File: config.mk
export PLATFORM = sky130hd
export DESIGN_NAME = stereo_level_meter_peak_hold_core
export DESIGN_NICKNAME = d
export VERILOG_FILES = /design/src/sv/slm_pkg.sv /design/src/sv/slm_lane.sv /design/src/sv/slm_merge.sv /design/src/sv/stereo_level_meter_peak_hold_core.sv
export VERILOG_INCLUDE_DIRS = /design/src /design/src/sv
export SDC_FILE = /design/constraint.sdc
export NUM_CORES = 2
export LEC_CHECK = 0
export BUFFER_PORTS_ARGS = -buffer_cell sky130_fd_sc_hd__buf_4
export CELL_PAD_IN_SITES_DETAIL_PLACEMENT = 1
export CELL_PAD_IN_SITES_GLOBAL_PLACEMENT = 1
export CORE_MARGIN = 2
export CORE_UTILIZATION = 52
export CTS_CLUSTER_DIAMETER = 150
export CTS_CLUSTER_SIZE = 16
export DETAILED_ROUTE_END_ITERATION = 10
export PLACE_DENSITY = 0.89
export REMOVE_ABC_BUFFERS = 1
export SLEW_MARGIN = 10
export SYNTH_ARGS = -nofsm -noshare
export SYNTH_HDL_FRONTEND = slang
export SYNTH_SLANG_ARGS = --single-unit
File: constraint.sdc
create_clock -name clock -period 11.65 [get_ports clock]
set_input_delay 2.33 -clock clock [delete_from_list [all_inputs] [get_ports clock]]
set_output_delay 2.33 -clock clock [all_outputs]
set_load 0.03 [all_outputs]
File: src/sv/stereo_level_meter_peak_hold_core_assert.svh
// Assertion macros shared by the stereo level meter RTL.
`ifndef STEREO_LEVEL_METER_PEAK_HOLD_CORE_ASSERT_SVH
`define STEREO_LEVEL_METER_PEAK_HOLD_CORE_ASSERT_SVH

// Same-cycle implication, disabled during reset.
`define SLM_ASSERT_SAME(lbl, clk, rst, ante, cons) \
   lbl: assert property (@(posedge clk) disable iff (rst) (ante) |-> (cons)) \
      else $error("stereo level meter assertion failed");

// Next-cycle implication, disabled during reset.
`define SLM_ASSERT_NEXT(lbl, clk, rst, ante, cons) \
   lbl: assert property (@(posedge clk) disable iff (rst) (ante) |=> (cons)) \
      else $error("stereo level meter assertion failed");

`endif

File: src/sv/slm_pkg.sv
// Package with shared types, constants and helpers of the stereo level meter.
package slm_pkg;

   localparam int FRAC_BITS     = 15;
   localparam int COEF_BITS     = 15;
   localparam int LEVEL_W       = 16;
   localparam int IN_W          = 17;
   localparam int HOLD_W        = 8;
   localparam int SEG_W         = 6;
   localparam int IDX_W         = 7;
   localparam int MAX_SEGMENTS  = 32;
   localparam int CSR_INDEX_W   = 3;
   localparam int CSR_DATA_W    = 16;
   localparam int REQ_DATA_W    = 40;
   localparam int RSP_DATA_W    = 96;
   localparam int RSP_USED_W    = 4 * LEVEL_W + 4 * SEG_W + 3;

   localparam logic [LEVEL_W-1:0] ONE_LEVEL = LEVEL_W'(1) << FRAC_BITS;

   localparam logic [COEF_BITS-1:0] RELEASE_COEF_RESET = COEF_BITS'(30147);
   localparam logic [COEF_BITS-1:0] PEAK_DECAY_RESET   = COEF_BITS'(32113);
   localparam logic [HOLD_W-1:0]    HOLD_TICKS_RESET   = HOLD_W'(45);
   localparam logic [LEVEL_W-1:0]   CLIP_THRESH_RESET  = LEVEL_W'(32113);
   localparam logic [SEG_W-1:0]     SEG_COUNT_RESET    = SEG_W'(25);

   typedef enum logic [CSR_INDEX_W-1:0] {
      CSR_RELEASE_COEF    = 3'd0,
      CSR_PEAK_DECAY_COEF = 3'd1,
      CSR_HOLD_TICKS      = 3'd2,
      CSR_CLIP_THRESHOLD  = 3'd3,
      CSR_SEGMENT_COUNT   = 3'd4
   } csr_index_type;

   typedef enum logic [1:0] {
      ST_IDLE,
      ST_UPDATE,
      ST_SCALE,
      ST_EMIT
   } state_type;

   typedef struct packed {
      logic mult;
      logic update;
      logic scale;
   } lane_ctrl_type;

   typedef struct packed {
      logic [COEF_BITS-1:0] release_coef;
      logic [COEF_BITS-1:0] peak_decay_coef;
      logic [HOLD_W-1:0]    hold_ticks;
      logic [SEG_W-1:0]     seg_n;
   } lane_cfg_type;

   typedef struct packed {
      logic [LEVEL_W-1:0] level;
      logic [LEVEL_W-1:0] peak;
      logic [IDX_W-1:0]   level_idx;
      logic [IDX_W-1:0]   peak_idx;
   } lane_res_type;

   // Effective segment count: zero reads as one, large values saturate.
   function automatic logic [SEG_W-1:0] seg_count_eff(input logic [SEG_W-1:0] raw);
      logic [SEG_W-1:0] n;
      n = raw;
      if (raw == '0) begin
         n = SEG_W'(1);
      end else if (raw > SEG_W'(MAX_SEGMENTS)) begin
         n = SEG_W'(MAX_SEGMENTS);
      end
      return n;
   endfunction

endpackage

File: src/sv/slm_lane.sv
// One channel lane: input clamp, level ballistics, peak hold and bar scaling.
module slm_lane
   import slm_pkg::*;
(
   input  logic                 clock,
   input  logic                 reset,
   input  lane_ctrl_type        ctrl,
   input  logic signed [IN_W-1:0] level_in,
   input  lane_cfg_type         cfg,
   output lane_res_type         res
);

   logic [LEVEL_W-1:0]         in_ff, kept_ff, fresh_ff, decayed_ff;
   logic [LEVEL_W-1:0]         level_ff, level_in_next;
   logic [LEVEL_W-1:0]         peak_ff, peak_in;
   logic [HOLD_W-1:0]          hold_ff, hold_in;
   logic [LEVEL_W+SEG_W-1:0]   level_prod_ff, peak_prod_ff;

   logic [LEVEL_W-1:0]         clamped;
   logic [LEVEL_W-1:0]         release_comp;
   logic [2*LEVEL_W-2:0]       kept_prod;
   logic [2*LEVEL_W-1:0]       fresh_prod;
   logic [2*LEVEL_W-2:0]       decay_prod;

   always_comb begin
      if (level_in[IN_W-1]) begin
         clamped = '0;
      end else if (level_in[LEVEL_W-1:0] > ONE_LEVEL) begin
         clamped = ONE_LEVEL;
      end else begin
         clamped = level_in[LEVEL_W-1:0];
      end
      release_comp = ONE_LEVEL - LEVEL_W'(cfg.release_coef);
      kept_prod    = (2*LEVEL_W-1)'(level_ff) * (2*LEVEL_W-1)'(cfg.release_coef);
      fresh_prod   = (2*LEVEL_W)'(clamped) * (2*LEVEL_W)'(release_comp);
      decay_prod   = (2*LEVEL_W-1)'(peak_ff) * (2*LEVEL_W-1)'(cfg.peak_decay_coef);
   end

   always_comb begin
      if (in_ff > level_ff) begin
         level_in_next = in_ff;
      end else begin
         level_in_next = kept_ff + fresh_ff;
      end
      peak_in = peak_ff;
      hold_in = hold_ff;
      if (level_in_next > peak_ff) begin
         peak_in = level_in_next;
         hold_in = cfg.hold_ticks;
      end else if (hold_ff != '0) begin
         hold_in = hold_ff - HOLD_W'(1);
      end else begin
         peak_in = decayed_ff;
      end
   end

   always_ff @(posedge clock) begin
      if (ctrl.mult) begin
         in_ff      <= clamped;
         kept_ff    <= kept_prod[COEF_BITS +: LEVEL_W];
         fresh_ff   <= fresh_prod[COEF_BITS +: LEVEL_W];
         decayed_ff <= decay_prod[COEF_BITS +: LEVEL_W];
      end
      if (ctrl.scale) begin
         level_prod_ff <= (LEVEL_W+SEG_W)'(level_ff) * (LEVEL_W+SEG_W)'(cfg.seg_n);
         peak_prod_ff  <= (LEVEL_W+SEG_W)'(peak_ff) * (LEVEL_W+SEG_W)'(cfg.seg_n);
      end
   end

   always_ff @(posedge clock) begin
      if (reset) begin
         level_ff <= '0;
         peak_ff  <= '0;
         hold_ff  <= '0;
      end else if (ctrl.update) begin
         level_ff <= level_in_next;
         peak_ff  <= peak_in;
         hold_ff  <= hold_in;
      end
   end

   assign res.level     = level_ff;
   assign res.peak      = peak_ff;
   assign res.level_idx = level_prod_ff[FRAC_BITS +: IDX_W];
   assign res.peak_idx  = peak_prod_ff[FRAC_BITS +: IDX_W];

endmodule

File: src/sv/slm_merge.sv
// Merging stage: bar figures of both lanes, the shared clip flag and result packing.
module slm_merge
   import slm_pkg::*;
(
   input  lane_res_type           left,
   input  lane_res_type           right,
   input  logic [SEG_W-1:0]       seg_n,
   input  logic [LEVEL_W-1:0]     clip_threshold,
   output logic [RSP_DATA_W-1:0]  rsp_data
);

   logic [IDX_W-1:0] n_wide, lit_l_raw, lit_r_raw;
   logic [SEG_W-1:0] lit_l, lit_r;
   logic             shown_l, shown_r, clipping;

   always_comb begin
      n_wide    = IDX_W'(seg_n);
      lit_l_raw = left.level_idx + IDX_W'(1);
      lit_r_raw = right.level_idx + IDX_W'(1);
      lit_l     = (lit_l_raw > n_wide) ? seg_n : lit_l_raw[SEG_W-1:0];
      lit_r     = (lit_r_raw > n_wide) ? seg_n : lit_r_raw[SEG_W-1:0];
      shown_l   = (left.peak != '0) && (left.peak_idx < n_wide);
      shown_r   = (right.peak != '0) && (right.peak_idx < n_wide);
      clipping  = (left.peak >= clip_threshold) || (right.peak >= clip_threshold);
      rsp_data  = {(RSP_DATA_W-RSP_USED_W)'(0), clipping, shown_r, shown_l,
                   right.peak_idx[SEG_W-1:0], left.peak_idx[SEG_W-1:0],
                   lit_r, lit_l, right.peak, left.peak, right.level, left.level};
   end

endmodule

File: src/sv/stereo_level_meter_peak_hold_core.sv
// Top level of the stereo level meter with peak hold ballistics.
// Usage:
// The req_ channel carries one meter tick per transaction: left and right raw
// levels in Q2.15 two's complement. The rsp_ channel returns one transaction per
// tick with smoothed levels, held peaks, lit bar segments, peak segments, peak
// visibility flags and the clip flag.
// The csr_ channel writes one configuration register per transaction; it is
// always ready and should only be used while no tick is in flight.
// The ballistics multiplies are registered at the accepting edge; the level and
// peak update, the bar scaling multiplies and the merge into the output register
// follow in that order. The left and right lanes run side by side; the shared
// sequencer accepts a new tick only once the previous one has been merged into
// the output register.
// Reset clears levels, peaks and hold counters to zero, loads the register
// defaults and empties the result register.
// When the receiver stalls, the result stays in the output register and the next
// tick waits in its final step until the register is free.
module stereo_level_meter_peak_hold_core
   import slm_pkg::*;
(
   input  logic                    clock,
   input  logic                    reset,
   input  logic                    req_tvalid,
   output logic                    req_tready,
   // left_in [16:0], right_in [33:17]
   input  logic [REQ_DATA_W-1:0]   req_tdata,
   output logic                    rsp_tvalid,
   input  logic                    rsp_tready,
   // left_level [15:0], right_level [31:16], left_peak [47:32],
   // right_peak [63:48], left_lit [69:64], right_lit [75:70],
   // left_peak_segment [81:76], right_peak_segment [87:82],
   // left_peak_shown [88], right_peak_shown [89], clipping [90]
   output logic [RSP_DATA_W-1:0]   rsp_tdata,
   input  logic                    csr_valid,
   output logic                    csr_ready,
   input  logic [CSR_INDEX_W-1:0]  csr_index,
   input  logic [CSR_DATA_W-1:0]   csr_data
);

   `include "stereo_level_meter_peak_hold_core_assert.svh"

   state_type               state_ff, state_in;
   logic [COEF_BITS-1:0]    release_coef_ff, peak_decay_coef_ff;
   logic [HOLD_W-1:0]       hold_ticks_ff;
   logic [LEVEL_W-1:0]      clip_threshold_ff;
   logic [SEG_W-1:0]        segment_count_ff;
   logic                    rsp_valid_ff, rsp_valid_in;
   logic [RSP_DATA_W-1:0]   rsp_data_ff, merged;
   logic                    out_load;
   lane_ctrl_type           ctrl;
   lane_cfg_type            lane_cfg;
   lane_res_type            res_left, res_right;

   assign csr_ready = 1'b1;

   always_ff @(posedge clock) begin
      if (reset) begin
         release_coef_ff    <= RELEASE_COEF_RESET;
         peak_decay_coef_ff <= PEAK_DECAY_RESET;
         hold_ticks_ff      <= HOLD_TICKS_RESET;
         clip_threshold_ff  <= CLIP_THRESH_RESET;
         segment_count_ff   <= SEG_COUNT_RESET;
      end else if (csr_valid) begin
         case (csr_index)
            CSR_RELEASE_COEF:    release_coef_ff    <= csr_data[COEF_BITS-1:0];
            CSR_PEAK_DECAY_COEF: peak_decay_coef_ff <= csr_data[COEF_BITS-1:0];
            CSR_HOLD_TICKS:      hold_ticks_ff      <= csr_data[HOLD_W-1:0];
            CSR_CLIP_THRESHOLD:  clip_threshold_ff  <= csr_data[LEVEL_W-1:0];
            CSR_SEGMENT_COUNT:   segment_count_ff   <= csr_data[SEG_W-1:0];
            default: ;
         endcase
      end
   end

   assign lane_cfg.release_coef    = release_coef_ff;
   assign lane_cfg.peak_decay_coef = peak_decay_coef_ff;
   assign lane_cfg.hold_ticks      = hold_ticks_ff;
   assign lane_cfg.seg_n           = seg_count_eff(segment_count_ff);

   always_comb begin
      state_in = state_ff;
      case (state_ff)
         ST_IDLE:   if (req_tvalid) state_in = ST_UPDATE;
         ST_UPDATE: state_in = ST_SCALE;
         ST_SCALE:  state_in = ST_EMIT;
         ST_EMIT:   if (!rsp_valid_ff || rsp_tready) state_in = ST_IDLE;
         default:   state_in = ST_IDLE;
      endcase
   end

   always_comb begin
      req_tready  = 1'b0;
      ctrl        = '0;
      out_load    = 1'b0;
      case (state_ff)
         ST_IDLE: begin
            req_tready = 1'b1;
            ctrl.mult  = req_tvalid;
         end
         ST_UPDATE: ctrl.update = 1'b1;
         ST_SCALE:  ctrl.scale  = 1'b1;
         ST_EMIT:   out_load    = !rsp_valid_ff || rsp_tready;
         default: ;
      endcase
   end

   always_comb begin
      rsp_valid_in = rsp_valid_ff;
      if (out_load) begin
         rsp_valid_in = 1'b1;
      end else if (rsp_tready) begin
         rsp_valid_in = 1'b0;
      end
   end

   always_ff @(posedge clock) begin
      if (reset) begin
         state_ff     <= ST_IDLE;
         rsp_valid_ff <= 1'b0;
      end else begin
         state_ff     <= state_in;
         rsp_valid_ff <= rsp_valid_in;
      end
   end

   always_ff @(posedge clock) begin
      if (out_load) begin
         rsp_data_ff <= merged;
      end
   end

   slm_lane u_lane_left (
      .clock    (clock),
      .reset    (reset),
      .ctrl     (ctrl),
      .level_in (req_tdata[IN_W-1:0]),
      .cfg      (lane_cfg),
      .res      (res_left)
   );

   slm_lane u_lane_right (
      .clock    (clock),
      .reset    (reset),
      .ctrl     (ctrl),
      .level_in (req_tdata[2*IN_W-1:IN_W]),
      .cfg      (lane_cfg),
      .res      (res_right)
   );

   slm_merge u_merge (
      .left           (res_left),
      .right          (res_right),
      .seg_n          (lane_cfg.seg_n),
      .clip_threshold (clip_threshold_ff),
      .rsp_data       (merged)
   );

   assign rsp_tvalid = rsp_valid_ff;
   assign rsp_tdata  = rsp_data_ff;

   `SLM_ASSERT_NEXT(a_accept_starts_update, clock, reset, req_tvalid && req_tready,
      state_ff == ST_UPDATE)
   `SLM_ASSERT_SAME(a_result_from_emit, clock, reset, $rose(rsp_valid_ff),
      $past(state_ff) == ST_EMIT)
   `SLM_ASSERT_SAME(a_lit_nonzero, clock, reset, rsp_valid_ff,
      (rsp_data_ff[69:64] != '0) && (rsp_data_ff[75:70] != '0))
   `SLM_ASSERT_SAME(a_busy_not_ready, clock, reset, state_ff != ST_IDLE,
      !ctrl.mult)

endmodule

==> out/results.tsv <==
stage	metric	value	unit
sta	Worst Skew	19.0	ps
sta	final setup fails	0	
synthesis	Synth Flop Type	edfxtp_1	
drt	DR iter-0 viols	4826	
worst_setup_path	Worst Path Arrival	10610	ps
worst_setup_path	Worst setup SP type	input pin	
worst_setup_path	WP data required	12050	ps
run_status	run status	finished, final reports clean	
synthesis	most common cell in the synthesized netlist	inv_1	
global_routing	pin count of the biggest net entering global routing	85	
clock_network	number of setup buffers added after CTS	0	
final_layout	register area	10300	um2
global_routing	number of global-route vias before repair	69200	
global_routing	initial antenna violation count	6	
run	MaxCap Viol Count	0	
drt	Routed Antenna Nets	0	
clock_network	CTS tree	built	
synthesis	share of flip-flops with an asynchronous set or reset	0	%
drt	DRC	0	
floorplanning	Initial Util	52.3	%
worst_setup_path	crit path kind	in2reg	
clock_network	clk_lat worst skew	660	ps
drt	WL/cell	25.5	um
sta	Period Utilization, post-route	87.6	%
clock_network	clock sink total	390	
place	DP Wirelength	188	mm
synthesis	Synth Cell Area	72000	um2
sta	Final Hold Fails	0	
synthesis	Post-synth EDFFs	247	
power	Static Leak	37.4	nW
final_layout	fin cells	9664	
power	PwrDens	296	nW/um2
power	Max VDD drop	0.331	mV
floorplanning	Rows	136	
place	Placed Instance Area	75200	um2
clock_network	CTS resizes	0	
final_layout	post-route design area	76000	um2
drt	Vias	58400	
final_layout	fraction of layout cells with a size suffix above 1	5.06	%
drt	DR vias/cell	6.05	
synthesis	top-area cell type share of the netlist area	36.9	%
place	PortBufs	150	
sta	Final Max Tran Viols	0	
floorplanning	die height	376	um
worst_setup_path	kind of end point of the critical path	flip-flop	
sta	f_max	97.9	MHz
floorplanning	die area	141000	um2
synthesis	Yosys reg bits	390	
global_routing	total grt overflow	0	
synthesis	Unique masters post-synth	83	
sta	setup TNS	0	ps
floorplanning	core footprint	137000	um2
final_layout	area of the multi-input gates	54700	um2
hold_path	Hold WC Path Type	reg2reg	
clock_network	Hold-fix buffers, CTS	0	
clock_network	H-tree depth	1	
final_layout	layout net count	10100	
synthesis	synth top area cells	fa_1 (37%), ha_1 (14%), edfxtp_1 (10%)	
clock_network	cts bufs inserted	28	
place	Placed Cells	9607	
synthesis	top cells by count, synth	inv_1 (1487), nand2_1 (1367), fa_1 (1326)	
sta	unrepaired setup endpoints after global routing	no	
worst_setup_path	Max FO, Critical Path	18	
drt	DR pass1 iterations	5	
sta	Relative slew margins	11.7	%
clock_network	clock-pin slew on the worst setup and hold paths	90	ps
synthesis	Post-Syn Instances	7890	
global_routing	total track usage	35.4	%
final_layout	Syn-to-layout area delta	5.65	%
floorplanning	Die X	376	um
place	Final GP Congestion	0.932	
clock_network	clock root buffer	clkbuf_16	
final_layout	fillers	15800	
synthesis	post-synth top area cell	fa_1	
global_routing	first-pass GRT wire length	385	mm
synthesis	Yosys warning count	0	
clock_network	Clock Path Buffers	3	
sta	min cycle time layout	10210	ps
floorplanning	I/O pin count	163	
drt	Detailed Route WL	246	mm
synthesis	syn avg cell area	9.12	um2
synthesis	Seq/Total Area, Yosys	14.3	%
sta	Worst Tran Pin Value	1320	ps
sta	hold slack	490	ps
[area by class of cell]
| cell class | count | share of cell area, % |
|---|---|---|
| multi-input cells | 5611 | 72.0 |
| diodes | 5 | 0.0165 |
| flip-flops and latches | 390 | 13.5 |
| clock inverters | 1 | 0.0115 |
| inverters | 1507 | 7.44 |
| repair buffers | 305 | 3.01 |
| clock buffers | 51 | 1.08 |
| well taps | 1794 | 2.95 |
[registers in the layout, indices dropped and copies added, names as in the netlist, 16 cells and up]
| signal | flops |
|---|---|
| rsp_tdata | 91 |
| u_lane_left.in_ff | 16 |
| u_lane_left.fresh_ff | 16 |
| u_lane_right.decayed_ff | 16 |
| u_lane_right.peak_ff | 16 |
| u_lane_left.kept_ff | 16 |
| u_lane_right.in_ff | 16 |
| u_lane_left.decayed_ff | 16 |
| u_lane_right.fresh_ff | 16 |
| clip_threshold_ff | 16 |
| u_lane_left.peak_ff | 16 |
| u_lane_right.level_ff | 16 |
| u_lane_left.level_ff | 16 |
| u_lane_right.kept_ff | 16 |
[path summary, 6_finish.rpt]
check | startpoint | to | depth (start not counted) | slack, ps
max | req_tdata[7] | u_lane_left.fresh_ff[12] | 27 | 1440
min | u_lane_right.hold_ff[1] | u_lane_right.hold_ff[1] | 2 | 490
max reg2reg | release_coef_ff[1] | u_lane_right.fresh_ff[10] | 28 | 2120
min reg2reg | u_lane_right.hold_ff[1] | u_lane_right.hold_ff[1] | 2 | 490
[stage by stage]
stage | power, W | utilization [%] | worst slack [ps]
after CTS | 0.0222 | 55.3 | 1610
after floorplan | 0.0146 | - | 2000
after global placement | 0.0189 | 54.7 | 1210
after global routing | 0.0245 | 55.3 | 1130
final | 0.0225 | 55.3 | 1440
after detailed placement | 0.0208 | 54.7 | 931
[logic make-up after synthesis]
kind of cell,synth area share (%)
adder cells (fa/ha/maj),51.3
other,0.0104
multiplexers,0.989
flip-flops,14.3
AND/OR/NAND/NOR,15.8
buffers and inverters,9.92
AO/OA/AOI/OAI,5.58
XOR/XNOR,2.07
[layer usage]
metal / vias to the layer above / share of wire, % / track usage [%]
li1: 24100 / - / -
met1: 30000 / 35 / 39.9
met2: 3173 / 49 / 61.7
met3: 1148 / 8.8 / 6.63
met4: 6 / 7.2 / 22.7
met5: - / 0.016 / 0
[power by group]
part           internal, W  switching (W)  total (W)
Sequential         0.00231       0.000470    0.00278
Clock             0.000474       0.000581    0.00105
Combinational      0.00727         0.0114     0.0187
Total               0.0101         0.0125     0.0225
[layout by cell type, fill, tap and decap left out, types with 107 or more instances in the layout]
master	Yosys	final
inv_1	1487	1487
nand2_1	1367	1367
dfxtp_1	143	138
buf_4	6	305
edfxtp_1	247	247
and2_1	364	363
xnor2_1	116	107
a21oi_1	170	170
fa_1	1326	1326
nor2_1	546	546
ha_1	829	828
[worst max-delay path, stage by stage]
cell,delay [ps]
buf_4,110
nor4_1,310
a41oi_1,210
nor2_1,770
nand2_1,390
inv_1,500
nand2_1,170
fa_1,550
fa_1,590
fa_1,450
fa_1,540
inv_1,60
fa_1,500
inv_1,70
fa_1,490
inv_1,50
ha_1,320
a21o_1,200
a21o_1,190
a21oi_1,150
o21ai_0,210
o2bb2ai_1,230
o31a_1,370
a31o_2,310
a21oi_1,260
o21bai_1,110
xor2_1,140
Note: power is estimated with default switching activity, not from simulation.
